$ cat config.mk
export PLATFORM = sky130hd
export DESIGN_NAME = nmea_sentence_framer_unit
export DESIGN_NICKNAME = d
export VERILOG_FILES = /design/src/hdl/nsf_pkg.sv /design/src/hdl/nsf_name_classifier.sv /design/src/hdl/nmea_sentence_framer_unit.sv
export SDC_FILE = /design/constraint.sdc
export NUM_CORES = 1
export LEC_CHECK = 0
export ABC_AREA = 1
export BUFFER_PORTS_ARGS = -buffer_cell sky130_fd_sc_hd__buf_4
export CAP_MARGIN = 15
export CELL_PAD_IN_SITES_DETAIL_PLACEMENT = 0
export CELL_PAD_IN_SITES_GLOBAL_PLACEMENT = 1
export CORE_AREA = 5 5 124 126
export DETAILED_ROUTE_END_ITERATION = 12
export DIE_AREA = 0 0 129 131
export GPL_ROUTABILITY_DRIVEN = 0
export PLACE_DENSITY_LB_ADDON = 0.1
export SLEW_MARGIN = 20
export SYNTH_ARGS = -nofsm -noshare
export SYNTH_HDL_FRONTEND = slang
export SYNTH_SLANG_ARGS = --single-unit
$ cat constraint.sdc
create_clock -name clk -period 4.93 [get_ports clk]
set_clock_uncertainty 0.15 [all_clocks]
set_input_delay 0.493 -clock clk [delete_from_list [all_inputs] [get_ports clk]]
set_output_delay 0.493 -clock clk [all_outputs]
set_load 0.01 [all_outputs]
$ cat src/hdl/nsf_pkg.sv
// ----------------------------------------------------------------------------
// nsf_pkg
// Shared types, character codes and the sentence name table of the NMEA
// sentence framer.
// ----------------------------------------------------------------------------
`default_nettype none

package nsf_pkg;

    // Parser mode
    typedef enum logic [1:0] {
        MODE_HUNT,
        MODE_BODY,
        MODE_HEX1,
        MODE_HEX2
    } mode_t;

    // Event codes on the result stream
    localparam logic [1:0] EV_DATA = 2'd0;
    localparam logic [1:0] EV_SEP  = 2'd1;
    localparam logic [1:0] EV_END  = 2'd2;

    // Character codes
    localparam logic [7:0] CH_DOLLAR = 8'h24;
    localparam logic [7:0] CH_STAR   = 8'h2A;
    localparam logic [7:0] CH_SPACE  = 8'h20;
    localparam logic [7:0] CH_COMMA  = 8'h2C;
    localparam logic [7:0] CH_P      = 8'h50;

    // Name buffer
    localparam int NAME_DEPTH   = 7;
    localparam int NAME_MAX_LEN = 6;
    localparam int NUM_NAMES    = 16;
    typedef logic [NAME_DEPTH-1:0][7:0] name_buf_t;

    localparam logic [4:0] KIND_UNKNOWN = 5'd16;

    // Table entry: text is left aligned, first character in the top byte
    typedef struct packed {
        logic        vendor;
        logic [2:0]  len;
        logic [47:0] text;
    } name_entry_t;

    localparam name_entry_t NAME_TABLE [NUM_NAMES] = '{
        '{1'b0, 3'd3, "RMC   "}, '{1'b0, 3'd3, "GGA   "},
        '{1'b0, 3'd3, "GSA   "}, '{1'b0, 3'd3, "GSV   "},
        '{1'b0, 3'd3, "GLL   "}, '{1'b0, 3'd3, "RTE   "},
        '{1'b0, 3'd3, "RMB   "}, '{1'b0, 3'd3, "BOD   "},
        '{1'b1, 3'd4, "GRME  "}, '{1'b1, 3'd4, "GRMM  "},
        '{1'b1, 3'd4, "GRMZ  "},
        '{1'b1, 3'd6, "XRMADD"}, '{1'b1, 3'd6, "XRMMOV"},
        '{1'b1, 3'd6, "XRMDEL"}, '{1'b1, 3'd6, "XRMSUB"},
        '{1'b1, 3'd6, "XRMCFG"}
    };

endpackage

`default_nettype wire

$ cat src/hdl/nsf_name_classifier.sv
// ----------------------------------------------------------------------------
// nsf_name_classifier
// Matches the buffered sentence name against the fixed name table. Vendor
// names skip the leading 'P', others skip two talker characters.
// ----------------------------------------------------------------------------
`default_nettype none

module nsf_name_classifier
    import nsf_pkg::*;
(
    input  wire name_buf_t   name_chars,
    input  wire logic [3:0]  name_length,
    output logic      [4:0]  kind
);

    logic       vendor;
    logic [2:0] skip;
    logic       same;

    // Parallel compare against every entry, lowest matching index wins
    always_comb
    begin
        vendor = (name_chars[0] == CH_P);
        skip   = vendor ? 3'd1 : 3'd2;
        kind   = KIND_UNKNOWN;
        same   = 1'b0;
        for (int i = NUM_NAMES - 1; i >= 0; i--)
        begin
            same = (NAME_TABLE[i].vendor == vendor) &&
                   (name_length == ({1'b0, NAME_TABLE[i].len} + {1'b0, skip}));
            for (int k = 0; k < NAME_MAX_LEN; k++)
            begin
                if (same && (k < int'(NAME_TABLE[i].len)))
                begin
                    same = (name_chars[3'(skip + 3'(k))] ==
                            NAME_TABLE[i].text[47 - 8 * k -: 8]);
                end
            end
            if (same && (name_length != 4'd0) && (name_length <= 4'(NAME_DEPTH)))
            begin
                kind = 5'(i);
            end
        end
    end

endmodule

`default_nettype wire

$ cat src/hdl/nmea_sentence_framer_unit.sv
// ----------------------------------------------------------------------------
// nmea_sentence_framer_unit
// Frames NMEA 0183 sentences from a byte stream: emits body bytes with their
// field number, separators, and an end event with kind, count and checksum.
// ----------------------------------------------------------------------------
// A result is in the output register in the cycle after its byte transfer.
// Throughput: one byte per cycle unless a full output register waits for m_tready,
// also for bytes that make no result ('$', '*', first digit, hunting).
// Reset: asynchronous, active low; parser returns to hunting for '$' and the
// output register empties. The name buffer needs no reset.
`default_nettype none

module nmea_sentence_framer_unit
    import nsf_pkg::*;
#(
    parameter int MAX_FIELDS = 80
)
(
    input  wire logic        clk,
    input  wire logic        rst_n,
    // input byte stream
    input  wire logic        s_tvalid,
    output logic             s_tready,
    input  wire logic [7:0]  s_tdata,   // [7:0] data_byte
    // result stream
    output logic             m_tvalid,
    input  wire logic        m_tready,
    // [7:0] char_out, [14:8] field_index, [19:15] sentence_kind,
    // [26:20] field_count, [34:27] computed_sum, [35] sum_present,
    // [36] sum_ok, [37] fields_overflowed, [39:38] zero
    output logic [39:0]      m_tdata,
    output logic [1:0]       m_tuser    // [1:0] event_kind
);

    localparam logic [6:0] LAST_FIELD = 7'(MAX_FIELDS - 1);

    typedef struct packed {
        logic        overflowed;
        logic        ok;
        logic        present;
        logic [7:0]  sum;
        logic [6:0]  count;
        logic [4:0]  kind;
        logic [6:0]  index;
        logic [7:0]  char_out;
    } result_t;

    function automatic logic [3:0] hex_value(input logic [7:0] c);
        logic [3:0] v;
        v = 4'd0;
        if (c >= 8'h30 && c <= 8'h39) v = 4'(c - 8'h30);
        else if (c >= 8'h41 && c <= 8'h46) v = 4'(c - 8'h37);
        else if (c >= 8'h61 && c <= 8'h66) v = 4'(c - 8'h57);
        return v;
    endfunction

    mode_t      mode_reg, mode_next;
    logic [7:0] xor_reg, xor_next;
    logic [3:0] upper_reg, upper_next;
    logic [6:0] field_reg, field_next;
    logic [3:0] name_len_reg, name_len_next;
    logic [4:0] kind_reg, kind_next;
    logic       ovf_reg, ovf_next;
    name_buf_t  name_chars_reg;
    logic       name_wr;

    logic       out_valid_reg;
    result_t    out_data_reg;
    logic [1:0] out_event_reg;

    logic       res_fire;
    result_t    res_data;
    logic [1:0] res_event;

    logic       s_fire;
    logic       is_control;
    logic [4:0] class_kind;
    logic [7:0] rx_sum;

    assign s_tready   = !out_valid_reg || m_tready;
    assign s_fire     = s_tvalid && s_tready;
    assign is_control = (s_tdata < CH_SPACE);
    assign rx_sum     = {upper_reg, hex_value(s_tdata)};

    // Name table match on the current name buffer
    nsf_name_classifier u_classifier (
        .name_chars  (name_chars_reg),
        .name_length (name_len_reg),
        .kind        (class_kind)
    );

    // Parser next state and result
    always_comb
    begin
        mode_next     = mode_reg;
        xor_next      = xor_reg;
        upper_next    = upper_reg;
        field_next    = field_reg;
        name_len_next = name_len_reg;
        kind_next     = kind_reg;
        ovf_next      = ovf_reg;
        name_wr       = 1'b0;
        res_fire      = 1'b0;
        res_event     = EV_DATA;
        res_data      = '0;

        // end event fields; present/ok filled in per case
        if (s_fire && (mode_reg != MODE_HUNT) &&
            (is_control || (mode_reg == MODE_HEX2)))
        begin
            res_fire       = 1'b1;
            res_event      = EV_END;
            res_data.index = field_reg;
            res_data.kind  = (field_reg == 7'd0) ? class_kind : kind_reg;
            res_data.count = field_reg + 7'd1;
            res_data.sum   = xor_reg;
            res_data.overflowed = ovf_reg;
            kind_next      = res_data.kind;
            mode_next      = MODE_HUNT;
            if (!is_control)
            begin
                res_data.present = 1'b1;
                res_data.ok      = (rx_sum == xor_reg);
            end
        end
        else if (s_fire)
        begin
            case (mode_reg)
                MODE_HUNT:
                begin
                    if (s_tdata == CH_DOLLAR)
                    begin
                        mode_next     = MODE_BODY;
                        xor_next      = 8'd0;
                        upper_next    = 4'd0;
                        field_next    = 7'd0;
                        name_len_next = 4'd0;
                        kind_next     = KIND_UNKNOWN;
                        ovf_next      = 1'b0;
                    end
                end
                MODE_BODY:
                begin
                    if (s_tdata == CH_STAR)
                    begin
                        mode_next = MODE_HEX1;
                    end
                    else
                    begin
                        xor_next          = xor_reg ^ s_tdata;
                        res_fire          = 1'b1;
                        res_data.char_out = s_tdata;
                        if (s_tdata == CH_COMMA)
                        begin
                            if (field_reg == 7'd0) kind_next = class_kind;
                            if (field_reg >= LAST_FIELD)
                            begin
                                field_next = LAST_FIELD;
                                ovf_next   = 1'b1;
                            end
                            else
                            begin
                                field_next = field_reg + 7'd1;
                            end
                            res_event      = EV_SEP;
                            res_data.index = field_next;
                        end
                        else
                        begin
                            if (field_reg == 7'd0)
                            begin
                                name_wr = (name_len_reg < 4'(NAME_DEPTH));
                                if (name_len_reg <= 4'(NAME_DEPTH))
                                    name_len_next = name_len_reg + 4'd1;
                            end
                            res_event      = EV_DATA;
                            res_data.index = field_reg;
                        end
                    end
                end
                MODE_HEX1:
                begin
                    upper_next = hex_value(s_tdata);
                    mode_next  = MODE_HEX2;
                end
                default:
                begin
                    mode_next = MODE_HUNT;
                end
            endcase
        end
    end

    // Parser state
    always_ff @(posedge clk or negedge rst_n)
    begin
        if (!rst_n)
        begin
            mode_reg     <= MODE_HUNT;
            xor_reg      <= 8'd0;
            upper_reg    <= 4'd0;
            field_reg    <= 7'd0;
            name_len_reg <= 4'd0;
            kind_reg     <= KIND_UNKNOWN;
            ovf_reg      <= 1'b0;
        end
        else
        begin
            mode_reg     <= mode_next;
            xor_reg      <= xor_next;
            upper_reg    <= upper_next;
            field_reg    <= field_next;
            name_len_reg <= name_len_next;
            kind_reg     <= kind_next;
            ovf_reg      <= ovf_next;
        end
    end

    // Name buffer
    always_ff @(posedge clk)
    begin
        if (name_wr)
            name_chars_reg[name_len_reg[2:0]] <= s_tdata;
    end

    // Output register valid
    always_ff @(posedge clk or negedge rst_n)
    begin
        if (!rst_n)
            out_valid_reg <= 1'b0;
        else if (s_tready)
            out_valid_reg <= res_fire;
    end

    // Output register payload
    always_ff @(posedge clk)
    begin
        if (s_tready && res_fire)
        begin
            out_data_reg  <= res_data;
            out_event_reg <= res_event;
        end
    end

    assign m_tvalid = out_valid_reg;
    assign m_tdata  = {2'b00, out_data_reg};
    assign m_tuser  = out_event_reg;

    // Checks
    a_field_bound: assert property (@(posedge clk) disable iff (!rst_n)
        field_reg <= LAST_FIELD)
        else $error("field number beyond last field");

    a_ovf_sat: assert property (@(posedge clk) disable iff (!rst_n)
        ovf_reg |-> (field_reg == LAST_FIELD))
        else $error("overflow flag without saturated field number");

    a_name_len: assert property (@(posedge clk) disable iff (!rst_n)
        name_len_reg <= 4'(NAME_DEPTH + 1))
        else $error("name length out of range");

    a_end_count: assert property (@(posedge clk) disable iff (!rst_n)
        (m_tvalid && (m_tuser == EV_END)) |->
        ((m_tdata[26:20] == m_tdata[14:8] + 7'd1) && (m_tdata[7:0] == 8'd0)))
        else $error("end event count does not follow field index");

    a_body_clean: assert property (@(posedge clk) disable iff (!rst_n)
        (m_tvalid && (m_tuser != EV_END)) |->
        ((m_tdata[37:15] == 23'd0) && (m_tuser == EV_DATA || m_tuser == EV_SEP)))
        else $error("body event carries end fields");

endmodule

`default_nettype wire

### After elaboration in Yosys (flattened, before gate mapping)

Index checks and enable logic that the tools add are counted.

* output and inout port bits: 44
* register bits: 128
* logic and storage cells: 305

* bitwise logic cells: 5
* reduce and logical (&&, ||, !) cells: 62
* add/subtract/negate cells: 13
* multiplexer cells: 124
* $lt $le $gt $ge: 18
* eq/ne operators: 58

Operator list (number)
* 8-bit by 7-bit == test with 1-bit output, second input constant: 37
* 8-bit binary-select mux with 3-bit select: 6
* 5-bit 2-to-1 mux: 22
* 8-bit 2-to-1 mux: 9
* 1-bit 2-to-1 mux: 57
* 56-bit bitwise mux: 1
* 15-bit 2-to-1 mux: 3
* 1-bit logical AND: 43
* 7-bit 2-to-1 mux: 5
* 4-bit 2-to-1 mux: 8
* 3-bit by 4-bit < comparator with 1-bit output, second input constant: 7
* 8-bit demux with 3-bit select: 1
* 8-bit by 6-bit == test with 1-bit output, second input constant: 3
* 8-bit by 7-bit greater-or-equal comparator with 1-bit output, second input constant: 2
* 8-bit by 7-bit less-or-equal comparator with 1-bit output, second input constant: 2
* 4-bit one-hot mux with 2 select lines: 2
* 8-bit one-hot mux with 2 select lines: 1
* 2-bit inequality test, second input constant: 7
* 7-bit one-hot mux with 2 select lines: 1
* 4-bit == test: 3
* 3-bit inequality test, second input constant: 4
* 2-bit 2-to-1 mux: 5
* 5-bit one-hot mux with 2 select lines: 1
* 5-bit AND reduction: 2
* other kinds (36): 48

### Depth between registers and ports, before layout

Gate-level depths: netlist of the first run.

* depth after elaboration: 35
* depth in mapped cells: 21
* depth with buffers taken out: 20

### Hierarchy

From an unflattened synthesis of the first run, not the netlist that was laid out.

* cell total of the unflattened synthesis: 838
* area total of the unflattened synthesis: 7100.6 µm²

By module, submodules not included
* nmea_sentence_framer_unit: area each 5502.8 µm², cells each 493, times used 1
* nsf_name_classifier: area each 1597.8 µm², cells each 345, times used 1

### Worst setup path after synthesis of the first run

OpenSTA, ideal clock, no wires.

* path type: input-to-reg
* start: input port s_tdata[0]
* end: register name_chars_reg[0] (netlist name) (enable)
* stages: 8
* setup slack: 2.220 ns
* path buffers: 0
* library setup time: 0.383 ns
* data arrival time: 2.176 ns
* cells stage by stage: inv_1 ha_1 nand3_1 nor2_1 nor3_1 and3_1 nand2_1 nor3_1

* cells in the longest elaborated chain, start to end: 6

Ends and longest elaborated chain
* start: declaration: line nmea_sentence_framer_unit.sv:24 `input wire logic [7:0] s_tdata,`
* 8-bit by 6-bit == test with 1-bit output: line nmea_sentence_framer_unit.sv:153 `if (s_tdata == CH_COMMA)`
* 1-bit 2-to-1 mux: line nmea_sentence_framer_unit.sv:153
* 1-bit 2-to-1 mux: line nmea_sentence_framer_unit.sv:144 `if (s_tdata == CH_STAR)`
* 1-bit 2-to-1 mux: line nmea_sentence_framer_unit.sv:128 `case (mode_reg)`
* 1-bit 2-to-1 mux: line nmea_sentence_framer_unit.sv:126 `else if (s_fire)`
* 1-bit 2-to-1 mux *: line nmea_sentence_framer_unit.sv:108 `if (s_fire && (mode_reg != MODE_HUNT) &&`
* end signal: indexed assignment: line nmea_sentence_framer_unit.sv:223 `name_chars_reg[name_len_reg[2:0]] <= s_tdata;`
* end: declaration: line nmea_sentence_framer_unit.sv:64 `name_buf_t name_chars_reg;`

Mark *: on every way between the ends. The rest lies on a longest branch, timed or not.
A chain may end at the register's enable or synchronous reset.

### Worst setup path after layout of the first run

* start: register field_reg[0]
* end: register name_chars_reg[14] (netlist name) (enable)

* cells in the longest elaborated chain, start to end: 7

Ends and longest elaborated chain
* start: declaration: line nmea_sentence_framer_unit.sv:60 `logic [6:0] field_reg, field_next;`
* start signal: assignment: line nmea_sentence_framer_unit.sv:212 `field_reg <= field_next;`
* 7-bit logical NOT: line nmea_sentence_framer_unit.sv:170 `if (field_reg == 7'd0)`
* 1-bit 2-to-1 mux: line nmea_sentence_framer_unit.sv:170
* 1-bit 2-to-1 mux: line nmea_sentence_framer_unit.sv:153
* 1-bit 2-to-1 mux: line nmea_sentence_framer_unit.sv:144
* 1-bit 2-to-1 mux: line nmea_sentence_framer_unit.sv:128
* 1-bit 2-to-1 mux: line nmea_sentence_framer_unit.sv:126
* 1-bit 2-to-1 mux: line nmea_sentence_framer_unit.sv:108

Every way passes these cells.

==> flow_summary.rst, run 1 <==
.. list-table::
   :header-rows: 1

   * - Metric
     - Value
   * - Result of the run
     - completed
   * - Number of hold buffers added after cts
     - 1
   * - Via count of the first global-routing pass
     - 5618
   * - First-pass GRT wire length
     - approximately 28 mm
   * - Post-synth top flop
     - edfxtp_1
   * - Total track usage
     - 0.215
   * - Critical path required time
     - around 4.8 ns
   * - Total clock sinks
     - between 100 and 150
   * - Worst Setup Slack, final
     - 1.82 ns
   * - Max Clk Rate
     - 321 MHz
   * - Commonest non-fill, non-tap cell in the layout
     - nand2_1
   * - Grt ovf
     - 0
   * - H-tree Lvls
     - 4
   * - Final-layout setup total negative slack
     - 0 ns
   * - Launch instance of the worst register-to-register path
     - field_reg[0]
   * - Total wirelength of the detailed-routed design
     - 17.5 mm
   * - Post-Place Cells
     - just over 1k
   * - Post-route DRC violation count
     - 0
   * - Number of post-CTS setup repair buffers
     - 0
   * - Flop and latch count out of synthesis
     - 128
   * - Areal power density over the cells
     - 456 mW/mm^2
   * - Number of filler cells placed in the layout
     - around 1.3k
   * - IO buf count
     - 53
   * - Maximum buffer depth of the clock tree
     - 2
   * - Number of max-cap violations
     - 0
   * - Max reg flops
     - 56
   * - Cell with the biggest individual delay on the critical path
     - nor3_1
   * - Min Clock Period, post-route
     - 3.11 ns
   * - Most Frequent Cell on Critical Path
     - nor3_1
   * - Ratio of routed vias to standard cells
     - 5.37
   * - TritonCTS clock tree
     - yes
   * - Overall die height
     - 131 um
   * - Layout overhead on the synthesized area
     - 16.6%
   * - Pins over their slew limit
     - 0
   * - Fraction of final layout cells with drive strength greater than 1
     - 0.187
   * - Sequential area share after synthesis
     - 0.531
   * - Number of buffers added by the clock tree synthesis step
     - 17
   * - Pin slew with the least headroom to its limit
     - 1.09 ns
   * - Iter 0 DRT Violations
     - 310
   * - Startpoint kind of the worst setup timing path
     - flop
   * - Fin. Hold Viols
     - 0
   * - Max FO, Critical Path
     - 8
   * - Number of setup violations in the final report
     - 0
   * - Post-Syn Area
     - just under 0.007 mm^2
   * - Ys async rst share
     - 0.250
   * - Synthesized area per cell
     - 8.89 um^2
   * - Share of the clock period used by the worst path after layout
     - 0.631
   * - Busiest metal layer after global routing
     - met2
   * - Setup repair after global routing missed its margin
     - no
   * - Met3 GRT Util
     - 0.0309
   * - Insertion delay of the later-clocked pin in the worst-skew pair
     - about 0.4 ns
   * - Area of the placeable core
     - 0.0142 mm^2
   * - Detail-routed net length per standard cell
     - 16.8 um
   * - Fin nets
     - a little under 900
   * - Share of the core filled with cells in the final layout
     - 0.570
   * - Vias after detailed routing
     - 5599
   * - CP Launch Point
     - field_reg[0]
   * - Arrival time at the worst endpoint
     - 2.98 ns
   * - Type of the setup path with the least slack
     - reg2reg
   * - Cts repair resizes
     - 0
   * - Synthesis warning total
     - 0
   * - Standard-cell row count
     - 44
   * - Number of detailed-route iterations in the first pass
     - 5
   * - Remaining antenna violation count after routing
     - 0
   * - Worst vdd rail ir drop
     - 286 uV
   * - Met2 Track Usage GR
     - 0.373
   * - Peak per-stage delay on the critical path
     - approximately 0.85 ns
   * - Fraction of met1 tracks used by global routing
     - 0.273
   * - Cell Chain, Critical Path
     - inv_1, ha_1, nand4_1, nor3_1, nand3_1, nor3_1
   * - Starting Density
     - 0.489
   * - Commonest cells after routing, fill and taps aside
     - nand2_1, edfxtp_1, inv_1, nor2_1, buf_4
   * - Sort of element at the end of the critical path
     - flop
   * - Total half-perimeter wirelength after legalization and detailed placement
     - between 10 and 15 mm
   * - Die Outline Area
     - 0.0169 mm^2
   * - Worst hold-check path type
     - in2reg
   * - Count of boundary I/O pins
     - 56
   * - Pin count of the biggest net entering global routing
     - 42
   * - N_diodes
     - 0
   * - Antenna violations before repair
     - 0
   * - Clock transition at the register clock pins on the worst setup and hold paths after CTS
     - 0.06 ns
   * - Root Buffer
     - clkbuf_16
   * - Chip Width
     - between 100 and 150 um
   * - Worst Min Path Start
     - s_tdata[7]
   * - Leakage Power
     - 3.38 nW
   * - Slew headroom
     - 0.265
   * - Number of enable-type register cells in the synthesized netlist
     - 96
   * - Instance count of the mapped netlist
     - slightly below 800
   * - Distinct cells, synth
     - 46
   * - Non-filler cells in the finished layout
     - 1043
   * - Post-Place Setup Slack
     - 1.69 ns
worst paths after layout:
| kind | end | slack, ns | cells after the start |
|---|---|---|---|
| max in group asynchronous | kind_reg[4] | 3.89 | 2 |
| worst min register to register | kind_reg[0] | 0.33 | 2 |
| worst min-delay path | name_chars_reg[55] | 0.20 | 1 |
| worst max register to register | name_chars_reg[14] | 1.82 | 6 |
| worst max-delay path | name_chars_reg[14] | 1.82 | 6 |
| min in group asynchronous | field_reg[2] | 0.41 | 2 |
Yosys cell counts (2+ instances only):
master	count	area share
a21oi_1	24	0.017
a21oi_2	2	0.0025
buf_2	5	0.0036
buf_4	2	0.0022
buf_6	3	0.0049
clkbuf_1	3	0.0016
dfrtp_1	31	0.11
edfxtp_1	96	0.42
ha_1	12	0.022
inv_1	93	0.050
inv_2	13	0.0070
nand2_1	164	0.089
nand2_2	13	0.012
nand2_4	7	0.011
nand3_1	48	0.035
nand3_2	2	0.0029
nand3b_1	6	0.0065
nand4_1	16	0.014
nor2_1	89	0.048
nor2_2	11	0.0099
nor2_4	7	0.011
nor3_1	45	0.032
nor3_2	2	0.0029
nor3b_1	4	0.0043
nor4_1	8	0.0072
o211ai_1	2	0.0022
o21ai_0	18	0.013
o21ai_1	5	0.0036
o21ai_2	5	0.0063
o22ai_1	21	0.019
or2_2	3	0.0027
xor2_1	7	0.0088
cell families (layout without fill, tap and decap cells):
logic type,count (synthesis),after routing,share of synthesized area
AND/OR/NAND/NOR,430,430,0.297
flip-flops,128,128,0.531
buffers and inverters,121,198,0.0708
AO/OA/AOI/OAI,82,82,0.0708
adder cells (fa/ha/maj),12,12,0.0216
XOR/XNOR,7,7,0.00883
other,1,2,0.000540
layout make-up:
type	instances	area, um^2	area share
tap	184	230	0.0284
sequential	128	3680	0.455
inverter	107	403	0.0497
clock buffer	19	433	0.0534
clock inverter	13	130	0.0161
timing repair buffer	59	445	0.0550
multi-input combinational	533	2780	0.343
per-layer routing:
layer	part of all wire	wire length [um]	up-vias
met5	0	0	-
met4	0.020	353	0
met3	0.046	811	26
met2	0.50	8690	183
met1	0.44	7620	2642
li1	-	-	2748
report_power, final:
group | internal [mW] | total, mW | switching [mW]
Sequential | 1.38 | 1.49 | 0.116
Clock | 0.703 | 1.18 | 0.478
Combinational | 0.321 | 1.02 | 0.699
Total | 2.40 | 3.69 | 1.29
stage by stage:
step	hold slack [ns]	instance area [um^2]	total power, mW
floorplan	0.0474	6950	2.16
global placement	0.313	7530	2.50
detailed placement	0.313	7530	2.52
CTS	0.184	8100	3.72
global route	0.194	8100	3.90
finish	0.197	8100	3.69
critical path: cells and delay by family (launching register included):
kind                       cells  cell delay [ns]
adders and majority gates      1             0.17
buffers and inverters          1             0.14
DFF                            1             0.42
and+or+nand+nor                4             1.84
(Power assumes the default switching activity.)
==> inputs of run 2 (changes only) <==
Settings changed: ABC_AREA 1 to 0, CORE_AREA 5 5 124 126 to 5 5 123 125, DIE_AREA 0 0 129 131 to 0 0 128 130.
Clock period 4.93 ns to 2.9 ns, I/O delays scaled along.
==> run 2 against run 1 <==
Net effect: total power is 62% higher; worst hold slack got worse by 0.15 ns; wire length decreased by 3.6%.
==> flow_summary.rst, run 2 <==
.. list-table::
   :header-rows: 1

   * - Metric
     - Value
   * - Top-area cell type share of the netlist area
     - 0.440
   * - Grt ovf
     - 0
   * - Peak per-stage delay on the critical path
     - 0.55 ns
   * - Arrival time at the worst endpoint
     - 2.87 ns
   * - Adder-cell share of the synthesized area
     - 0.0229
   * - Cell types occupying the most area after synthesis
     - edfxtp_1, dfrtp_1, nand2_1
   * - Starting Density
     - 0.476
   * - Critical path required time
     - 2.92 ns
   * - Pin slew with the least headroom to its limit
     - 0.689 ns
   * - Max reg flops
     - 56
   * - Max Clk Rate
     - between 300 and 400 MHz
   * - Antenna violations before repair
     - 0
   * - Post-synthesis simple-gate area fraction
     - 0.244
   * - Parity-gate share of the synthesized area counting xor and xnor cells
     - 0.0147
   * - Sort of element at the end of the critical path
     - flop
   * - Standard-cell row count
     - 43
   * - IO buf count
     - 53
   * - Layout overhead on the synthesized area
     - 23.7%
   * - Pins over their slew limit
     - 0
   * - Crit-path leading delay family
     - simple AND/OR/NAND/NOR gates
   * - Total track usage
     - 0.208
   * - H-tree Lvls
     - 4
   * - Leakage Power
     - 3.20 nW
   * - Number of enable-type register cells in the synthesized netlist
     - 96
   * - Worst Setup Slack, final
     - 0.0429 ns
   * - Worst vdd rail ir drop
     - 430 uV
   * - Worst hold-check path type
     - in2reg
   * - Total clock sinks
     - between 100 and 150
   * - Yosys top cell by area
     - edfxtp_1
   * - Distinct cells, synth
     - 86
   * - Fin. Hold Viols
     - 0
   * - Total wirelength of the detailed-routed design
     - approximately 17 mm
   * - Post-route DRC violation count
     - 0
   * - Post-Syn Area
     - between 0.006 and 0.007 mm^2
   * - Pin count of the biggest net entering global routing
     - 35
   * - Chip Width
     - ~130 um
   * - Insertion delay of the later-clocked pin in the worst-skew pair
     - 0.42 ns
   * - Setup repair after global routing missed its margin
     - yes
   * - N_diodes
     - 0
   * - Number of max-cap violations
     - 0
   * - Cell count of the worst hold path
     - 3
   * - Max FO, Critical Path
     - 3
   * - Clock transition at the register clock pins on the worst setup and hold paths after CTS
     - 0.06 ns
   * - Areal power density over the cells
     - about 740 mW/mm^2
   * - Fin nets
     - 709
   * - TritonCTS clock tree
     - yes
   * - Startpoint kind of the worst setup timing path
     - flop
   * - Fraction of the mapped netlist area in compound gates
     - 0.118
   * - Vias after detailed routing
     - between 5k and 6k
   * - Ys async rst share
     - 0.250
   * - Root Buffer
     - clkbuf_16
   * - Via count of the first global-routing pass
     - ~4.9k
   * - Number of detailed-route iterations in the first pass
     - 8
   * - Slew headroom
     - 0.536
   * - Cell count of the worst reg-to-reg path
     - 8
   * - Critical Path Stages
     - 8
   * - Overall die height
     - 130 um
   * - Type of the setup path with the least slack
     - reg2reg
   * - Proportion of synthesized area in mux cells
     - 0.0101
   * - Result of the run
     - completed
   * - Commonest non-fill, non-tap cell in the layout
     - buf_4
   * - Total half-perimeter wirelength after legalization and detailed placement
     - 12.1 mm
   * - Count of boundary I/O pins
     - 56
   * - Iter 0 DRT Violations
     - around 500
   * - Number of buffers added by the clock tree synthesis step
     - 17
   * - Maximum buffer depth of the clock tree
     - 2
   * - Die Outline Area
     - 0.0166 mm^2
   * - Share of the clock period used by the worst path after layout
     - 0.985
   * - Ratio of routed vias to standard cells
     - 5.88
   * - Min Clock Period, post-route
     - 2.86 ns
   * - Commonest cells in the netlist
     - edfxtp_1, nand2_1, nor2_1, dfrtp_1, o21ai_0
   * - Synthesis warning total
     - 0
   * - Instance count of the mapped netlist
     - 582
   * - Number of setup violations in the final report
     - 0
   * - Sequential area share after synthesis
     - 0.562
   * - Most common cell in the netlist
     - edfxtp_1
   * - First-pass GRT wire length
     - 26.6 mm
   * - Number of buffers and inverters on the critical path
     - 0
   * - Flop and latch count out of synthesis
     - 128
   * - Post-synth top flop
     - edfxtp_1
   * - Fin Hold WS
     - 0.0442 ns
   * - Post-Place Setup Slack
     - 0.00482 ns
   * - Final-layout setup total negative slack
     - 0 ns
   * - Share of the core filled with cells in the final layout
     - 0.589
   * - Dominant combinational cell family by area after synthesis
     - simple AND/OR/NAND/NOR gates
   * - Remaining antenna violation count after routing
     - 0
   * - Most Frequent Cell on Critical Path
     - or4_4
   * - Commonest cells after routing, fill and taps aside
     - buf_4, edfxtp_1, nand2_1, nor2_1, dfrtp_1
   * - Area of the placeable core
     - 0.0138 mm^2
   * - Fraction of final layout cells with drive strength greater than 1
     - 0.258
   * - Cell with the biggest individual delay on the critical path
     - or4_4
   * - Cell Chain, Critical Path
     - or4_4, or4_4, nor4_4, and2b_1, o211ai_1, o21ai_1, or3b_1, a21oi_1
   * - Detail-routed net length per standard cell
     - 19.2 um
   * - Synthesized area per cell
     - 11.3 um^2
==> run 2: stage by stage <==
step	cell area (um^2)	total power, mW	cells
2_1_floorplan	6560	3.22	583
3_3_place_gp	7420	3.78	839
3_5_place_dp	7420	3.82	839
4_1_cts	8040	6.04	872
5_1_grt	8110	6.29	878
6_report	8110	6.00	878
==> run 2: area by class of cell <==
type                            count  area [um^2]
Fill cell                        1181         5670
Sequential cell                   128         3680
Multi-Input combinational cell    414         2720
Timing Repair Buffer              104          796
Clock buffer                       18          429
Tap cell                          180          225
Clock inverter                     14          181
Inverter                           20         75.1
==> run 2: cell families (layout without fill, tap and decap cells) <==
family | count (synthesis) | after routing
other | 1 | 2
muxes | 6 | 6
and+or+nand+nor | 273 | 273
adders and majority gates | 12 | 12
xor gates and xnor gates | 11 | 11
AOI/OAI and AO/OA | 110 | 110
buffers and inverters | 41 | 156
DFF | 128 | 128
==> run 2: tightest hold or removal path: cells and delay by family <==
| family | cells | cell delay [ns] |
|---|---|---|
| and+or+nand+nor | 2 | 0.20 |
| buffers and inverters | 1 | 0.07 |
==> run 2: path summary, 6_finish.rpt <==
path	startpoint	endpoint	slack, ns
max in group asynchronous	rst_n	kind_reg[4]	2.02
worst min register to register	upper_reg[0]	upper_reg[0]	0.34
worst max-delay path	name_chars_reg[3]	m_tdata[19]	0.04
worst min-delay path	m_tready	m_tvalid	0.04
min in group asynchronous	rst_n	xor_reg[4]	0.21
worst max register to register	name_chars_reg[3]	m_tdata[19]	0.04
==> run 2: routing by layer <==
metal  routed length, um  GRT usage
met1                7410      0.283
met2                7830      0.326
met3                1250     0.0557
met4                 362     0.0718
met5                   0          0
==> run 2: where the power goes <==
part	leakage [nW]	total, mW	internal, mW	switching (mW)
combinational	1.60	1.35	0.565	0.788
clock	0.285	2.20	1.37	0.834
sequential	1.31	2.44	2.29	0.152
==> run 2: repair_timing <==
action                                 4_1_cts  5_1_grt
buffers inserted                             0        6
setup endpoints to repair                    0        5
hold buffers                                 1        0
resized for setup                            0        4
endpoints found under the hold margin       31        0
==> inputs of run 3 (changes only) <==
Settings changed: ABC_AREA 0 to 1, CORE_AREA 5 5 123 125 to 5 5 129 131, DIE_AREA 0 0 128 130 to 0 0 134 136, SETUP_SLACK_MARGIN set to 0.3.
==> run 3 against run 2 <==
Net effect: combinational power rose by 47%; maximum frequency increased by 8.5%; sequential share of layout area fell by 2.8 points; final cell count grew 25%; via count up 12%; sequential power grew 3%; wire length increased by 10%; critical path type unchanged; largest cell class unchanged; highest routed layer unchanged.
==> flow_summary.rst, run 3 (same netlist as run 1, synthesis figures left out) <==
.. list-table::
   :header-rows: 1

   * - Metric
     - Value
   * - Total wirelength of the detailed-routed design
     - 18.5 mm
   * - First-pass GRT wire length
     - 29.8 mm
   * - Switch Pwr
     - 2.24 mW
   * - Number of detailed-route iterations in the first pass
     - 5
   * - Worst vdd rail ir drop
     - 561 uV
   * - Commonest cells after routing, fill and taps aside
     - nand2_1, edfxtp_1, buf_4, inv_1, nor2_1
   * - Ratio of routed vias to standard cells
     - 5.27
   * - Cell area reported after detailed placement
     - just under 0.008 mm^2
   * - Die Outline Area
     - around 0.018 mm^2
   * - Type of the setup path with the least slack
     - reg2reg
   * - Critical path required time
     - 2.90 ns
   * - Iter 0 DRT Violations
     - about 350
   * - H-tree Lvls
     - 4
   * - Fraction of power spent switching nets
     - 0.351
   * - Cell with the biggest individual delay on the critical path
     - nor4_1
   * - Power Internal
     - 4.15 mW
   * - Share of the core filled with cells in the final layout
     - 0.558
   * - Result of the run
     - completed
   * - Share of the clock period used by the worst path after layout
     - 0.908
   * - TritonCTS clock tree
     - yes
   * - IO buf count
     - 53
   * - Layout overhead on the synthesized area
     - 24.4%
   * - Number of max-cap violations
     - 0
   * - Leakage Power
     - 3.65 nW
   * - Count of boundary I/O pins
     - 56
   * - Number of buffers added by the clock tree synthesis step
     - 17
   * - Max FO, Critical Path
     - 21
   * - Min Clock Period, post-route
     - 2.63 ns
   * - Clock transition at the register clock pins on the worst setup and hold paths after CTS
     - ~0.06 ns
   * - Antenna violations before repair
     - 0
   * - Total power draw
     - 6.39 mW
   * - Root Buffer
     - clkbuf_16
   * - Areal power density over the cells
     - about 740 mW/mm^2
   * - Most Frequent Cell on Critical Path
     - nand2_1
   * - Setup repair after global routing missed its margin
     - yes
   * - Grt ovf
     - 0
   * - Starting Density
     - 0.449
   * - Number of setup violations in the final report
     - 0
   * - Post-route DRC violation count
     - 0
   * - Number of filler cells placed in the layout
     - 1381
   * - Pins over their slew limit
     - 0
   * - Peak per-stage delay on the critical path
     - 0.43 ns
   * - Arrival time at the worst endpoint
     - 2.64 ns
   * - Standard-cell row count
     - 46
   * - Slew headroom
     - 0.599
   * - Max Clk Rate
     - approximately 380 MHz
   * - Remaining antenna violation count after routing
     - 0
   * - Final non-filler cell area
     - approximately 0.0086 mm^2
   * - Chip Width
     - about 130 um
   * - Total track usage
     - 0.211
   * - N_diodes
     - 0
   * - Cell Chain, Critical Path
     - inv_2, nand2_4, nor2_4, nand2_4, buf_12, nand2_1, nand3_1, nor4_1, nand2_1, nand2_1, nand2_1, nand2_1, nor2_1, nand2_2, a21oi_1
   * - Commonest non-fill, non-tap cell in the layout
     - nand2_1
   * - Overall die height
     - 136 um
   * - Fin nets
     - about 910
   * - Relative contribution of combinational cells to total power
     - 0.311
   * - Startpoint kind of the worst setup timing path
     - flop
   * - Vias after detailed routing
     - 5770
   * - Fraction of final layout cells with drive strength greater than 1
     - 0.257
   * - Max reg flops
     - 56
   * - Worst hold-check path type
     - in2reg
   * - Detail-routed net length per standard cell
     - ~17 um
   * - Via count of the first global-routing pass
     - 5785
   * - Sort of element at the end of the critical path
     - flop
   * - Fin. Hold Viols
     - 0
   * - Maximum buffer depth of the clock tree
     - 2
   * - Total clock sinks
     - between 100 and 150
   * - Pin slew with the least headroom to its limit
     - 0.599 ns
   * - Pin count of the biggest net entering global routing
     - 33
   * - Sequential group share of total power
     - 0.394
   * - Area of the placeable core
     - 0.0155 mm^2
   * - Insertion delay of the later-clocked pin in the worst-skew pair
     - 0.41 ns
   * - Total half-perimeter wirelength after legalization and detailed placement
     - 13.5 mm
   * - Share of total power in the clock network
     - 0.295
run 3: metal layers:
layer / vias up / global-route usage / routed length (um)
met5: - / 0 / 0
li1: 2847 / - / -
met2: 164 / 0.358 / 9220
met3: 38 / 0.0385 / 756
met1: 2721 / 0.267 / 8040
met4: 0 / 0.0863 / 514
run 3: final cells by class:
type | count | area (um^2) | area share
clock buffers | 18 | 439 | 0.0508
clock inverters | 14 | 90.1 | 0.0104
inverters | 107 | 403 | 0.0466
multi-input cells | 533 | 2950 | 0.342
flip-flops and latches | 128 | 3690 | 0.427
well taps | 192 | 240 | 0.0278
repair buffers | 102 | 827 | 0.0958
run 3: timing repair:
| action | in CTS | in global routing |
|---|---|---|
| setup buffers | 6 | 13 |
| pin swaps | 5 | 20 |
| hold endpoints to repair | 36 | 0 |
| gates resized for setup | 12 | 34 |
| hold buffers | 3 | 0 |
| endpoints found under the setup margin | 18 | 20 |
run 3: worst paths after layout:
check                      cells after the start         startpoint  slack (ns)              end
max in group asynchronous                      2              rst_n        2.02  name_len_reg[2]
min in group asynchronous                      2              rst_n        0.22         m_tvalid
min                                            4           m_tready        0.02         m_tvalid
max                                           15  name_chars_reg[2]        0.27      m_tdata[19]
max reg2reg                                   15  name_chars_reg[2]        0.27      m_tdata[19]
min reg2reg                                    2        kind_reg[3]        0.33      kind_reg[3]
run 3: through the flow:
stage                     instances  setup TNS [ns]  setup WS, ns  hold slack, ns
after floorplan                 782               0         0.249          -0.156
after global placement         1040               0       0.00114           0.124
after detailed placement       1040          -0.270       -0.0339           0.122
after CTS                      1081               0         0.303          0.0132
after global routing           1094               0         0.145         0.00672
final                          1094               0         0.267          0.0222
run 3: power groups by stage:
| stage | clock network, mW | registers [mW] | logic, mW |
|---|---|---|---|
| after floorplan | 0 | 2.59 | 1.08 |
| after global placement | 0 | 2.54 | 1.90 |
| after detailed placement | 0 | 2.55 | 1.91 |
| after CTS | 1.92 | 2.52 | 1.94 |
| after global routing | 2.03 | 2.55 | 2.20 |
| final | 1.89 | 2.52 | 1.99 |
run 3: critical path, delay by kind of cell, from the launching register on:
kind | cells | cell delay [ns]
AND/OR/NAND/NOR | 12 | 1.48
flip-flops | 1 | 0.42
buffers and inverters | 2 | 0.27
AO/OA/AOI/OAI | 1 | 0.06
